===== config.mk =====
export PLATFORM = sky130hd
export DESIGN_NAME = mmd_order_ram
export DESIGN_NICKNAME = d
export VERILOG_FILES = /design/src/hdl/mmd_pkg.sv /design/src/hdl/mmd_order_ram.sv
export SDC_FILE = /design/constraint.sdc
export NUM_CORES = 1
export LEC_CHECK = 0
export BUFFER_PORTS_ARGS = -buffer_cell sky130_fd_sc_hd__buf_2
export CORE_MARGIN = 8
export CORE_UTILIZATION = 25
export CTS_BUF_LIST = sky130_fd_sc_hd__clkbuf_4
export DETAILED_ROUTE_END_ITERATION = 6
export SYNTH_ARGS = -nofsm -noshare
export SYNTH_HDL_FRONTEND = slang
export SYNTH_SLANG_ARGS = --single-unit

===== constraint.sdc =====
create_clock -name clk -period 2.4 [get_ports clk]
set_clock_uncertainty 0.2 [all_clocks]
set_input_delay 0.12 -clock clk [delete_from_list [all_inputs] [get_ports clk]]
set_output_delay 0.12 -clock clk [all_outputs]
set_load 0.05 [all_outputs]

===== src/hdl/mmd_pkg.sv =====
// ----------------------------------------------------------------------------
// mmd_pkg
// Shared types and constants of the k-sample MMD permutation engine.
// ----------------------------------------------------------------------------
package mmd_pkg;

	localparam int MAX_POOL   = 64;
	localparam int MAX_GROUPS = 4;
	localparam int POOL_W     = 6;
	localparam int KADDR_W    = 2 * POOL_W;
	localparam int SIZE_W     = 7;
	localparam int NSUM_W     = 9;
	localparam int SUM_W      = 48;
	localparam int STAT_W     = 64;
	localparam int NUM_W      = 52;
	localparam int DEN_W      = 2 * SIZE_W;
	localparam int DIV_CNT_W  = 6;
	localparam int CFG_IDX_W  = 3;
	localparam int CFG_DATA_W = 16;

	localparam logic OP_WRITE = 1'b0;
	localparam logic OP_DRAW  = 1'b1;

	localparam logic [CFG_IDX_W-1:0] CFG_GROUP_COUNT = 3'd0;
	localparam logic [CFG_IDX_W-1:0] CFG_SIZE_0      = 3'd1;
	localparam logic [CFG_IDX_W-1:0] CFG_SIZE_1      = 3'd2;
	localparam logic [CFG_IDX_W-1:0] CFG_SIZE_2      = 3'd3;
	localparam logic [CFG_IDX_W-1:0] CFG_SIZE_3      = 3'd4;
	localparam logic [CFG_IDX_W-1:0] CFG_PERM_COUNT  = 3'd5;

	localparam logic STATUS_OK  = 1'b0;
	localparam logic STATUS_BIG = 1'b1;

	typedef struct packed {
		logic               opcode;
		logic [5:0]         row;
		logic [5:0]         col;
		logic signed [31:0] kernel_value;
		logic [31:0]        draw;
	} item_t;

	typedef struct packed {
		logic signed [63:0] statistic;
		logic               status;
		logic               last;
	} result_t;

endpackage


===== src/hdl/mmd_order_ram.sv =====
// ----------------------------------------------------------------------------
// mmd_order_ram
// Shuffle order store, two registered read ports and one write port.
// Entries without a valid bit read as their own index.
// ----------------------------------------------------------------------------
module mmd_order_ram (
	input  logic                       clk,
	input  logic                       arst_n,
	input  logic                       clear,
	input  logic                       we,
	input  logic [mmd_pkg::POOL_W-1:0] waddr,
	input  logic [mmd_pkg::POOL_W-1:0] wdata,
	input  logic [mmd_pkg::POOL_W-1:0] raddr_a,
	input  logic [mmd_pkg::POOL_W-1:0] raddr_b,
	output logic [mmd_pkg::POOL_W-1:0] rdata_a,
	output logic [mmd_pkg::POOL_W-1:0] rdata_b
);
	import mmd_pkg::*;

	logic [POOL_W-1:0] mem [MAX_POOL];
	logic [MAX_POOL-1:0] vld_q;
	logic [POOL_W-1:0] ra_q, rb_q, da_q, db_q;

	always_ff @(posedge clk) begin
		if (we) begin
			mem[waddr] <= wdata;
		end
		da_q <= mem[raddr_a];
		db_q <= mem[raddr_b];
		ra_q <= raddr_a;
		rb_q <= raddr_b;
	end

	always_ff @(posedge clk or negedge arst_n) begin
		if (!arst_n) begin
			vld_q <= '0;
		end else if (clear) begin
			vld_q <= '0;
		end else if (we) begin
			vld_q[waddr] <= 1'b1;
		end
	end

	assign rdata_a = vld_q[ra_q] ? da_q : ra_q;
	assign rdata_b = vld_q[rb_q] ? db_q : rb_q;

endmodule


==> metrics.yaml <==
outcome: "complete, but fails checks"
violations: "setup timing"
synthesis.nets: 1150
synth.yosys.warnings: 0
pre_cts_slack_ns: -0.457
required_ns: 2.08
p_int_mw: 13.5
grt_max_degree: 65
first_pass_iters: 5
cp.arrival_ns: 3.35
grt_pass1_wl_um: 93500
grtUsageTotal_pct: 13.0
clkTransAtPathRegs_ns: 0.07
crit_family: "multiplexers"
synth_area_leaders: "edfxtp_1 (53%), mux4_2 (29%), dfrtp_1 (7.4%), nor2_1 (3.2%), dfxtp_1 (2.2%)"
hold_path.class: "input pin to flip-flop"
slowest_stage: "mux4_2"
via_per_inst: 4.78
clock_sinks: 472
cts_root_buffer: "clkbuf_4"
die_h_um: 311
slew_viol_final: 0
gp_congestion: 0.805
avgSynthCellArea_um2: 19.4
io_buffers: 39
crit_path_max_incr_delay_ns: 0.52
grt_pass1_vias: 13800
vias: 13000
period_share_pct: 153
clkPwrFrac_pct: 39.0
clock.fmax_mhz: 273
die_area_um2: 96700
final_common_cell: "edfxtp_1"
finalHoldViolCount: 0
path_cells: "mux4_2 > mux4_2 > nand2b_4 > a22oi_4 > buf_12 > mux2_4 > buf_6"
drtAntennaViolNets: 0
rows: 108
rsz0062_at_grt: "true"
worst_path_most_repeated_cell: "mux4_2"
place_hpwl_um: 44300
initial_core_util_pct: 25.2
die_x_um: 311
criticalPathCategory: "flip-flop to output pin"
synthCells: 1122
setup_ws_ns: -1.27
critPathCaptureType: "output pin"
cts_tree: "yes"
power_frac_comb_pct: 10.5
core_um2: 86500
slew_headroom_pct: 45.2
synthArstFlopShare_pct: 13.6
worst_pin_slew_ns: 0.820
ys_seq_area_share_pct: 62.6
ys_seq_elements: 472
leakage_nw: 9.50
ios: 40
clock_path_buffers: 3
vdd_drop_max_mv: 0.264
ys.flop_type: "edfxtp_1"
antenna_found_initial: 6
final-instance-count-excl-fill: 2724
drive_gt1_share_pct: 48.4
layout_min_cycle_time_ns: 3.67
routedWlPerCell_um: 23.5
wirelength_um: 63900
gr-total-overflow: 0
powerDensity_nw_per_um2: 652
seqPwrFrac_pct: 50.5
place_inst: 2442
final_cell_mix: "edfxtp_1 (384), mux4_2 (281), buf_4 (190), nor2_1 (186), clkbuf_4 (182)"
htreeDepth: 3
cp-start-kind: "flip-flop"
synth_top_cell_by_area: "edfxtp_1"
synth_top_area_share_pct: 53.0
synth_area_um2: 21800
p_sw_share_pct: 24.4
cts_made_buffers: 117
drt-initial-drc-count: 1135
cap_violations: 0
syn_to_final_growth_pct: 25.7
switching_power_mw: 4.35
drc_errors: 0
crit_fanout: 6
layout.nets: 1493
cp_num_buf_inv: 2
setup_violations: 12
yosysUniqueCellTypes: 37
clk_latency_ns: 0.90
synth_edf_count: 384
## path summary, 6_finish.rpt
kind	start	end	slack [ns]	cells past startpoint
worst max-delay path	rb_q[1]$_DFF_P_	rdata_b[2]	-1.27	7
worst min-delay path	raddr_a[5]	da_q[5]$_DFF_P_	0.08	3
worst max register to register	mem[62][0]$_DFFE_PP_	da_q[0]$_DFF_P_	0.01	3
worst min register to register	vld_q[11]$_DFFE_PN0P_	vld_q[11]$_DFFE_PN0P_	0.33	2
max in group asynchronous	arst_n	vld_q[55]$_DFFE_PN0P_	1.49	5
min in group asynchronous	arst_n	vld_q[25]$_DFFE_PN0P_	0.16	4
## layer usage
layer  wire (µm)  part of all wire [%]  GRT usage [%]  vias up
li1            -                     -              -     5468
met1       25700                    40           16.4     6846
met2       31400                    49           21.3      572
met3        5060                   7.9           3.72      122
met4        1720                   2.7           4.42        6
met5          43                 0.067              0        -
## final cells by class
cell class	instances	area, µm²
Fill cell	8431	59100
Sequential cell	472	13600
Multi-Input combinational cell	562	7890
Timing Repair Buffer	309	2810
Tap cell	1155	1450
Clock buffer	181	1360
Clock inverter	36	203
Antenna cell	6	15.0
Inverter	3	11.3
## worst reg2reg max path, delay by kind of cell, from the launching register on
family	cells	cell delay, ns
muxes	3	1.63
DFF	1	0.39
## cells in the mapped netlist, types with 2 or more instances
library cell and n:
mux2_1 10, nor3_1 4, a211oi_1 4, edfxtp_1 384, dfrtp_1 64, dfxtp_1 24, nand2_1 8, nand3b_1 2
mux2i_1 17, nor2b_1 11, buf_4 5, mux4_2 281, a22oi_1 2, inv_1 3, buf_1 13, nand2b_1 3
nand3_1 6, nor2_1 186, or3b_2 2, buf_6 3, and2_1 2, clkbuf_1 46, a21oi_1 8, buf_2 18
a221oi_1 4
## registers in the layout (all words and copies together), names as in the netlist
| register | flops |
|---|---|
| rb_q | 6 |
| mem | 384 |
| da_q | 6 |
| vld_q | 64 |
| db_q | 6 |
| ra_q | 6 |
## logic make-up (layout without fill, tap and decap cells)
logic type             count (synthesis)  after routing  synth area share (%)
AOI/OAI and AO/OA                     25             25                 0.903
buffers and inverters                 88            529                  1.81
DFF                                  472            472                  62.6
muxes                                309            309                  30.4
other                                  0              6                     0
and+or+nand+nor                      228            228                  4.30
## stage by stage
step | hold WS (ns) | utilization (%) | setup TNS, ns | area [µm²] | power, mW
floorplan | -0.376 | - | -1.37 | 21900 | 10.2
global placement | -0.0345 | 28.9 | -5.41 | 25000 | 10.9
detailed placement | -0.00550 | 28.9 | -5.75 | 25000 | 10.9
CTS | 0.0146 | 31.6 | -14.37 | 27300 | 18.1
global route | 0.0295 | 31.6 | -15.40 | 27400 | 18.6
finish | 0.0777 | 31.6 | -13.69 | 27400 | 17.8
## power by group through the flow
| stage | combinational [mW] | clock, mW | sequential, mW |
|---|---|---|---|
| 2_1_floorplan | 1.02 | 0 | 9.15 |
| 6_report | 1.88 | 6.95 | 9.01 |
| 3_3_place_gp | 1.73 | 0 | 9.18 |
| 3_5_place_dp | 1.75 | 0 | 9.18 |
| 5_1_grt | 1.98 | 7.56 | 9.01 |
| 4_1_cts | 1.89 | 7.17 | 9.01 |
## what timing repair did
action                                  4_1_cts  5_1_grt
hold buffers                                 55        0
pin swaps                                     2        3
endpoints found under the setup margin       13       23
setup buffers                                 5        2
cloned                                        0        1
gates resized for setup                      45        2
endpoints found under the hold margin       906        0
(Power assumes the default switching activity.)
