[config.mk]
export PLATFORM = sky130hd
export DESIGN_NAME = mmd_div
export DESIGN_NICKNAME = d
export VERILOG_FILES = /design/src/hdl/mmd_pkg.sv /design/src/hdl/mmd_div.sv
export SDC_FILE = /design/constraint.sdc
export NUM_CORES = 1
export LEC_CHECK = 0
export ABC_AREA = 0
export ABC_CLOCK_PERIOD_IN_PS = 3420
export BUFFER_PORTS_ARGS = -buffer_cell sky130_fd_sc_hd__buf_2
export CELL_PAD_IN_SITES_DETAIL_PLACEMENT = 0
export CELL_PAD_IN_SITES_GLOBAL_PLACEMENT = 1
export CORE_ASPECT_RATIO = 1.25
export CORE_MARGIN = 5
export CORE_UTILIZATION = 39
export DETAILED_ROUTE_END_ITERATION = 16
export GPL_TIMING_DRIVEN = 0
export HOLD_SLACK_MARGIN = 0.15
export PLACE_DENSITY = 0.74
export SYNTH_ARGS = -nofsm -noshare
export SYNTH_HDL_FRONTEND = slang
export SYNTH_SLANG_ARGS = --single-unit
[constraint.sdc]
create_clock -name clk -period 3.42 [get_ports clk]
set_clock_uncertainty 0.15 [all_clocks]
set_input_delay 0.513 -clock clk [delete_from_list [all_inputs] [get_ports clk]]
set_output_delay 0.513 -clock clk [all_outputs]
set_load 0.01 [all_outputs]
[src/hdl/mmd_pkg.sv]
// ----------------------------------------------------------------------------
// mmd_pkg
// Shared types and constants of the k-sample MMD permutation engine.
// ----------------------------------------------------------------------------
package mmd_pkg;

	localparam int MAX_POOL   = 64;
	localparam int MAX_GROUPS = 4;
	localparam int POOL_W     = 6;
	localparam int KADDR_W    = 2 * POOL_W;
	localparam int SIZE_W     = 7;
	localparam int NSUM_W     = 9;
	localparam int SUM_W      = 48;
	localparam int STAT_W     = 64;
	localparam int NUM_W      = 52;
	localparam int DEN_W      = 2 * SIZE_W;
	localparam int DIV_CNT_W  = 6;
	localparam int CFG_IDX_W  = 3;
	localparam int CFG_DATA_W = 16;

	localparam logic OP_WRITE = 1'b0;
	localparam logic OP_DRAW  = 1'b1;

	localparam logic [CFG_IDX_W-1:0] CFG_GROUP_COUNT = 3'd0;
	localparam logic [CFG_IDX_W-1:0] CFG_SIZE_0      = 3'd1;
	localparam logic [CFG_IDX_W-1:0] CFG_SIZE_1      = 3'd2;
	localparam logic [CFG_IDX_W-1:0] CFG_SIZE_2      = 3'd3;
	localparam logic [CFG_IDX_W-1:0] CFG_SIZE_3      = 3'd4;
	localparam logic [CFG_IDX_W-1:0] CFG_PERM_COUNT  = 3'd5;

	localparam logic STATUS_OK  = 1'b0;
	localparam logic STATUS_BIG = 1'b1;

	typedef struct packed {
		logic               opcode;
		logic [5:0]         row;
		logic [5:0]         col;
		logic signed [31:0] kernel_value;
		logic [31:0]        draw;
	} item_t;

	typedef struct packed {
		logic signed [63:0] statistic;
		logic               status;
		logic               last;
	} result_t;

endpackage

[src/hdl/mmd_div.sv]
// ----------------------------------------------------------------------------
// mmd_div
// Signed by unsigned restoring divider, one quotient bit per cycle,
// truncating toward zero.
// ----------------------------------------------------------------------------
module mmd_div (
	input  logic                             clk,
	input  logic                             arst_n,
	input  logic                             start,
	input  logic signed [mmd_pkg::NUM_W-1:0] num,
	input  logic [mmd_pkg::DEN_W-1:0]        den,
	output logic                             done,
	output logic signed [mmd_pkg::NUM_W-1:0] quo
);
	import mmd_pkg::*;

	logic                 busy_q, done_q, neg_q;
	logic [DIV_CNT_W-1:0] cnt_q;
	logic [NUM_W-1:0]     mag_q;
	logic [DEN_W-1:0]     rem_q, den_q;
	logic [DEN_W:0]       rem_sh, rem_sub;
	logic                 qbit;

	always_comb begin
		rem_sh  = {rem_q, mag_q[NUM_W-1]};
		rem_sub = rem_sh - {1'b0, den_q};
		qbit    = (rem_sh >= {1'b0, den_q});
	end

	always_ff @(posedge clk or negedge arst_n) begin
		if (!arst_n) begin
			busy_q <= 1'b0;
			done_q <= 1'b0;
		end else begin
			done_q <= 1'b0;
			if (start) begin
				busy_q <= 1'b1;
			end else if (busy_q && cnt_q == DIV_CNT_W'(NUM_W - 1)) begin
				busy_q <= 1'b0;
				done_q <= 1'b1;
			end
		end
	end

	always_ff @(posedge clk) begin
		if (start) begin
			neg_q <= num[NUM_W-1];
			mag_q <= num[NUM_W-1] ? NUM_W'(-num) : NUM_W'(num);
			den_q <= den;
			rem_q <= '0;
			cnt_q <= '0;
		end else if (busy_q) begin
			rem_q <= qbit ? rem_sub[DEN_W-1:0] : rem_sh[DEN_W-1:0];
			mag_q <= {mag_q[NUM_W-2:0], qbit};
			cnt_q <= cnt_q + 1'b1;
		end
	end

	assign done = done_q;
	assign quo  = neg_q ? -$signed(mag_q) : $signed(mag_q);

endmodule

==> qor.csv, run 1 <==
stage;metric;value;unit
run_status;status;finished, violations left;
run_status;violated checks;negative setup slack;
clock_tree;Worst-Skew Late Latency;0.35;ns
setup_path;CP Cell Sequence;or4_4, nand2b_4, or3_4, or2_4, or4_4, buf_12, o31ai_4, xnor2_2, buf_2;
sta;Max Clk Rate;255;MHz
place;RePlAce Congestion;0.856;
power;Overall Power;3.28;mW
setup_path;critical path endpoint category;primary output;
routing;1st-pass router iterations;5;
hold_path;Hold Crit Class;input port to register;
yosys;area leader, netlist;edfxtp_1;
place;number of buffers added on ports;121;
routing;DRC viols;0;
finish;fillcell total;1534;
sta;Setup TNS;-7.78;ns
routing;via count;6001;
sta;WHS;0.187;ns
yosys;sequential area share after synthesis;0.384;
yosys;Post-synth ARST share;0.0225;
yosys;YS warnings;0;
sta;Least-Margin Pin Slew;1.05;ns
die;Die Area;19100;µm²
yosys;Post-Syn Area;6410;µm²
yosys;most frequent cell after synthesis;nor2_1;
power;leakage;3.14;nW
yosys;syn_area_per_cell;9.18;µm²
yosys;Post-synth top cells;77 x nor2_1, 67 x edfxtp_1, 62 x a21oi_1;
global_routing;vias in the first global route;6087;
clock_tree;CTS tree;done;
hold_path;WHS Path Cells;1;
setup_path;CP max FO;8;
yosys;post-synth top area share;0.314;
routing;Vias/cell;5.56;
finish;area of the multi-input gates;4010;µm²
sta;RSZ-0062 raised after global routing;yes;
clock_tree;root buf cell;clkbuf_16;
finish;Register Area;2460;µm²
routing;Total Wirelength;19.9;mm
setup_path;worst r2r path cells;11;
routing;DRT antenna net count;0;
sta;Rel. slew slack;0.297;
yosys;Post-synth EDFFs;67;
yosys;Synth cell types;59;
setup_path;WS Path Type;register to primary output;
sta;Slew Limit Fails;0;
finish;area delta synth->final;27.7;%
setup_path;slowest CP cell;or4_4;
yosys;Gate Count Post-Synth;698;
global_routing;largest net degree at the start of global routing;34;
setup_path;Required @ worst endpoint;2.76;ns
setup_path;crit-path max cell delay;0.57;ns
setup_path;startpoint class of the critical path;register;
sta;Final Critical Period;3.91;ns
finish;NumNets Final;946;
sta;final setup fails;28;
finish;n_diodes;0;
setup_path;Worst Path Arrival;3.25;ns
die;core area;16200;µm²
place;Detailed Place HPWL;14.6;mm
sta;crit share post-route;1.14;
yosys;Post-Syn Nets;786;
yosys;Synth Flop Type;edfxtp_1;
global_routing;first-pass GRT wire length;31.3;mm
flow_run;Max Cap Violations;0;
clock_tree;number of CTS-inserted buffers;9;
clock_tree;Clock Sinks;89;
finish;layout cell share with drive strength beyond 1;0.270;
clock_tree;CTS H-tree depth;3;
finish;Non-Filler Instances;1079;
yosys;Synth area leaders;edfxtp_1 31%, xnor2_1 8.1%, xor2_1 7.7%;
clock_tree;clock-pin transition on the worst setup and hold timing paths;0.07;ns
power;PD cells;401;nW/µm²
global_routing;total congestion overflow;0;
place;placed cells;1036;
routing;Initial DRC Count;368;
place;worst slack, placed;-0.371;ns
sta;post-route worst setup slack;-0.494;ns
routing;Avg WL per Cell;18.4;µm
die;die height;153;µm
setup_path;critical path's most frequent cell;or4_4;
die;# IOs;122;
power;peak supply drop;0.226;mV
sta;Final Hold Fails;0;
yosys;number of synthesized register bits;89;
die;width of the die;125;µm
die;Initial Utilization;0.396;
global_routing;initial antenna violation count;0;
die;num rows;52;
clock_tree;clock buffer depth;2;
global_routing;GRT Total Usage;0.201;
[flip-flops by register name, indices dropped and copies added (netlist names)]
name / flops
mag_q: 52
den_q: 14
rem_q: 14
cnt_q: 6
busy_q: 1
done: 1
neg_q: 1
[kinds of logic (layout without fill, tap and decap cells)]
| kind of cell | after synthesis | after routing | synth area share |
|---|---|---|---|
| simple gates | 204 | 204 | 0.167 |
| xor+xnor | 115 | 115 | 0.157 |
| flops | 89 | 89 | 0.384 |
| fa+ha+maj | 19 | 19 | 0.0383 |
| compound gates | 192 | 192 | 0.196 |
| buf+inv | 70 | 235 | 0.0435 |
| mux | 9 | 9 | 0.0141 |
[cell usage in the layout, fill, tap and decap left out, types with 4 or more instances in the layout]
master,n
o31ai_2,4
o41ai_1,17
nor4_1,4
clkbuf_16,9
buf_4,25
nand2_1,33
or3_4,11
o21bai_1,6
xnor2_1,53
a311oi_1,4
dfxtp_1,20
or3_1,12
inv_1,28
mux2i_1,9
or2_2,7
or4_1,9
nor3_1,9
or4_4,5
xor2_1,56
ha_1,18
nand2b_1,7
o21ai_4,4
xnor2_2,6
o31ai_1,16
a211oi_1,8
a21o_1,4
o21ai_0,34
o31ai_4,10
nor2_1,75
nand4_1,7
buf_2,122
o21ai_2,4
edfxtp_1,67
clkbuf_1,36
a21oi_1,62
[final cells by class]
cell class / instances / share of cell area
multi-input cells: 539 / 0.490
flip-flops and latches: 89 / 0.301
repair buffers: 150 / 0.105
well taps: 216 / 0.0330
clock buffers: 9 / 0.0275
plain buffers: 40 / 0.0209
inverters: 29 / 0.0133
clock inverters: 7 / 0.00948
[path summary, 6_finish.rpt]
kind | start | end | slack, ns
min | den[13] | den_q[13]$_DFFE_PP_ | 0.19
max | mag_q[16]$_DFFE_PP_ | quo[49] | -0.49
min in group asynchronous | arst_n | busy_q$_DFFE_PN0P_ | 0.33
max in group asynchronous | arst_n | done$_DFF_PN0_ | 2.70
max reg2reg | mag_q[51]$_DFFE_PP_ | rem_q[8]$_SDFFE_PP0P_ | 0.29
min reg2reg | rem_q[13]$_SDFFE_PP0P_ | rem_q[13]$_SDFFE_PP0P_ | 0.35
[where the power goes]
group	switching [mW]	internal [mW]	leakage [nW]	total, mW
logic	0.483	0.380	2.13	0.863
registers	0.103	1.28	0.863	1.38
clock network	0.463	0.575	0.147	1.04
[critical path, delay by kind of cell, from the launching register on]
| kind | cells | cell delay, ns |
|---|---|---|
| XOR/XNOR | 1 | 0.17 |
| AO/OA/AOI/OAI | 1 | 0.20 |
| AND/OR/NAND/NOR | 5 | 1.77 |
| flip-flops | 1 | 0.42 |
| buffers and inverters | 2 | 0.34 |
[metrics by stage]
step / util / area (µm²)
floorplan: - / 6410
global placement: 0.450 / 7290
detailed placement: 0.451 / 7310
CTS: 0.491 / 7950
global route: 0.505 / 8180
finish: 0.505 / 8180
[what timing repair did]
action,4_1_cts,5_1_grt
resized for setup,33,30
buffers inserted,20,7
hold buffers,1,0
hold endpoints to repair,2,0
setup endpoints to repair,37,39
pin swaps,15,15
[metal layers]
metal  vias to the layer above  GRT usage  part of all wire
li1                       2879          -                 -
met1                      2878      0.246              0.41
met2                       209      0.358              0.51
met3                        35     0.0293             0.052
met4                         0     0.0747             0.025
met5                         -          0                 0
Power figures use the tool's default switching activity.
==> run 2: changes to the inputs <==
REMOVE_ABC_BUFFERS = 1   (was not set)
==> run 2 against run 1 <==
  * The flow still finishes with violations (negative setup slack)
  * Cell count decreased by 2.1%
  * Register-to-register slack lost 0.03 ns
  * Maximum frequency down 1.2%
  * Total power decreased by 0.80%
  * Design area about the same
  * Sequential share of layout area is essentially flat
  * Sequential cell count did not move
  * Core utilization about the same
  * Clock-buffer cell count rose by 4
  * Wire length shrank 13%
  * Sequential power about the same
  * Via count shrank 6.1%
  * Largest cell class unchanged
  * Largest power group unchanged
==> qor.csv, run 2 (synthesis results as in run 1) <==
stage;metric;value;unit;change
flow_run;Max Cap Violations;0;;unchanged
setup_path;slowest CP cell;or4_4;;unchanged
routing;1st-pass router iterations;5;;unchanged
finish;n_diodes;0;;unchanged
clock_tree;clock buffer depth;2;;unchanged
global_routing;initial antenna violation count;1;;was 0
clock_tree;Worst-Skew Late Latency;0.35;ns;about the same
sta;final setup fails;24;;was 28
setup_path;crit-path max cell delay;0.51;ns;was 0.57 ns
sta;Final Critical Period;3.96;ns;was 3.91 ns
finish;commonest non-fill, non-tap cell in the layout;buf_2;;unchanged
die;num rows;52;;unchanged
run_status;violated checks;negative setup slack;;unchanged
place;number of buffers added on ports;121;;unchanged
setup_path;critical path endpoint category;primary output;;unchanged
power;leakage;3.19;nW;was 3.14 nW
sta;crit share post-route;1.16;;was 1.14
routing;Avg WL per Cell;16.4;µm;was 18.4 µm
sta;RSZ-0062 raised after global routing;yes;;unchanged
place;Detailed Place HPWL;12.2;mm;was 14.6 mm
setup_path;Required @ worst endpoint;2.76;ns;about the same
sta;WHS;0.188;ns;was 0.187 ns
global_routing;first-pass GRT wire length;28.0;mm;was 31.3 mm
global_routing;largest net degree at the start of global routing;76;;was 34
power;PD cells;398;nW/µm²;was 401 nW/µm²
routing;Vias/cell;5.34;;was 5.56
routing;DRT antenna net count;0;;unchanged
place;placed cells;998;;was 1,036
die;die height;153;µm;unchanged
sta;Slew Limit Fails;0;;unchanged
sta;Least-Margin Pin Slew;1.10;ns;was 1.05 ns
die;Die Area;19100;µm²;unchanged
setup_path;Buf/Inv on CP;3;;was 2
setup_path;CP Cell Sequence;or4_4, or3_4, or3_4, buf_4, or4_4, buf_12, o21ai_4, xnor2_2, buf_2;;was or4_4, nand2b_4, or3_4, or2_4, or4_4, buf_12, o31ai_4, xnor2_2, buf_2
routing;DRC viols;0;;unchanged
sta;Final Hold Fails;0;;unchanged
global_routing;vias in the first global route;5745;;was 6,087
global_routing;GRT Total Usage;0.177;;was 0.201
place;worst slack, placed;-0.416;ns;was -0.371 ns
sta;post-route worst setup slack;-0.542;ns;was -0.494 ns
finish;NumNets Final;923;;was 946
setup_path;CP max FO;5;;was 8
routing;via count;5635;;was 6,001
sta;Rel. slew slack;0.264;;was 0.297
setup_path;startpoint class of the critical path;register;;unchanged
finish;commonest non-fill, non-tap cells in the layout;120 x buf_2, 77 x nor2_1, 67 x edfxtp_1;;was 122 x buf_2, 75 x nor2_1, 67 x edfxtp_1
power;Overall Power;3.26;mW;was 3.28 mW
clock_tree;root buf cell;clkbuf_16;;unchanged
routing;Initial DRC Count;325;;was 368
finish;biggest regs;mag_q x52, den_q x14, rem_q x14;;unchanged
run_status;status;finished, violations left;;unchanged
clock_tree;Clock Sinks;89;;unchanged
clock_tree;clock-pin transition on the worst setup and hold timing paths;0.07;ns;about the same
setup_path;Top delay family on crit path;simple AND/OR/NAND/NOR gates;;unchanged
place;RePlAce Congestion;0.831;;was 0.856
die;width of the die;125;µm;unchanged
sta;Max Clk Rate;252;MHz;was 255 MHz
die;core area;16200;µm²;unchanged
global_routing;total congestion overflow;0;;unchanged
finish;layout cell share with drive strength beyond 1;0.290;;was 0.270
routing;Total Wirelength;17.3;mm;was 19.9 mm
hold_path;Hold Crit Class;input port to register;;unchanged
clock_tree;CTS H-tree depth;3;;unchanged
finish;Non-Filler Instances;1056;;was 1,079
die;Initial Utilization;0.396;;unchanged
setup_path;WS Path Type;register to primary output;;unchanged
die;# IOs;122;;unchanged
power;peak supply drop;0.229;mV;was 0.226 mV
clock_tree;number of CTS-inserted buffers;9;;unchanged
finish;Biggest register;mag_q;;unchanged
setup_path;Worst Path Arrival;3.30;ns;was 3.25 ns
finish;max reg flops;52;;unchanged
clock_tree;CTS tree;done;;unchanged
finish;area delta synth->final;27.6;%;was 27.7%
## run 2: cell types whose count changed in the layout (fill, tap and decap cells not counted), moves of 3 or more
| cell | previous run | this run |
|---|---|---|
| clkbuf_1 | 36 | 2 |
| buf_4 | 25 | 35 |
| buf_6 | 2 | 6 |
| o31ai_4 | 10 | 6 |
| inv_6 | 3 | 0 |
| o21ai_0 | 34 | 31 |
| o31ai_2 | 4 | 7 |
## run 2: timing repair
action	in CTS	in global routing
resized for setup	42	21
endpoints found under the hold margin	2	0
hold buffers	1	0
pin swaps	18	20
setup endpoints to repair	36	32
buffers inserted	17	23
## run 2: report_power, final
part           switching [mW]  internal [mW]
sequential              0.109           1.28
combinational           0.443          0.397
clock                   0.422          0.605
total                   0.974           2.28
## run 2: per-layer routing
| metal | track usage | vias to the layer above | part of all wire |
|---|---|---|---|
| met5 | 0 | - | 0.00063 |
| met3 | 0.0429 | 18 | 0.054 |
| met2 | 0.324 | 137 | 0.52 |
| li1 | - | 2823 | - |
| met4 | 0.0517 | 2 | 0.014 |
| met1 | 0.203 | 2655 | 0.41 |
## run 2: worst paths after layout
path | start | end | slack, ns | depth (start not counted)
max in group asynchronous | arst_n | busy_q$_DFFE_PN0P_ | 2.69 | 2
worst max-delay path | mag_q[29]$_DFFE_PP_ | quo[42] | -0.54 | 9
worst max register to register | mag_q[51]$_DFFE_PP_ | rem_q[8]$_SDFFE_PP0P_ | 0.26 | 11
worst min-delay path | den[2] | den_q[2]$_DFFE_PP_ | 0.19 | 1
worst min register to register | rem_q[13]$_SDFFE_PP0P_ | rem_q[13]$_SDFFE_PP0P_ | 0.35 | 2
min in group asynchronous | arst_n | done$_DFF_PN0_ | 0.34 | 2
## run 2: layout make-up
class	count	area (µm²)
fill	1543	8020
multi-input combinational	539	3990
timing repair buffer	167	1050
clock buffer	13	260
clock inverter	3	40.0
inverter	29	109
sequential	89	2460
tap	216	270
## run 2: stage by stage
step,util,area [µm²],setup TNS [ns]
5_1_grt,0.505,8180,-10.80
3_5_place_dp,0.445,7210,-5.13
3_3_place_gp,0.439,7120,-70.57
6_report,0.505,8180,-8.66
2_1_floorplan,-,6240,-0.0607
4_1_cts,0.486,7870,-7.85
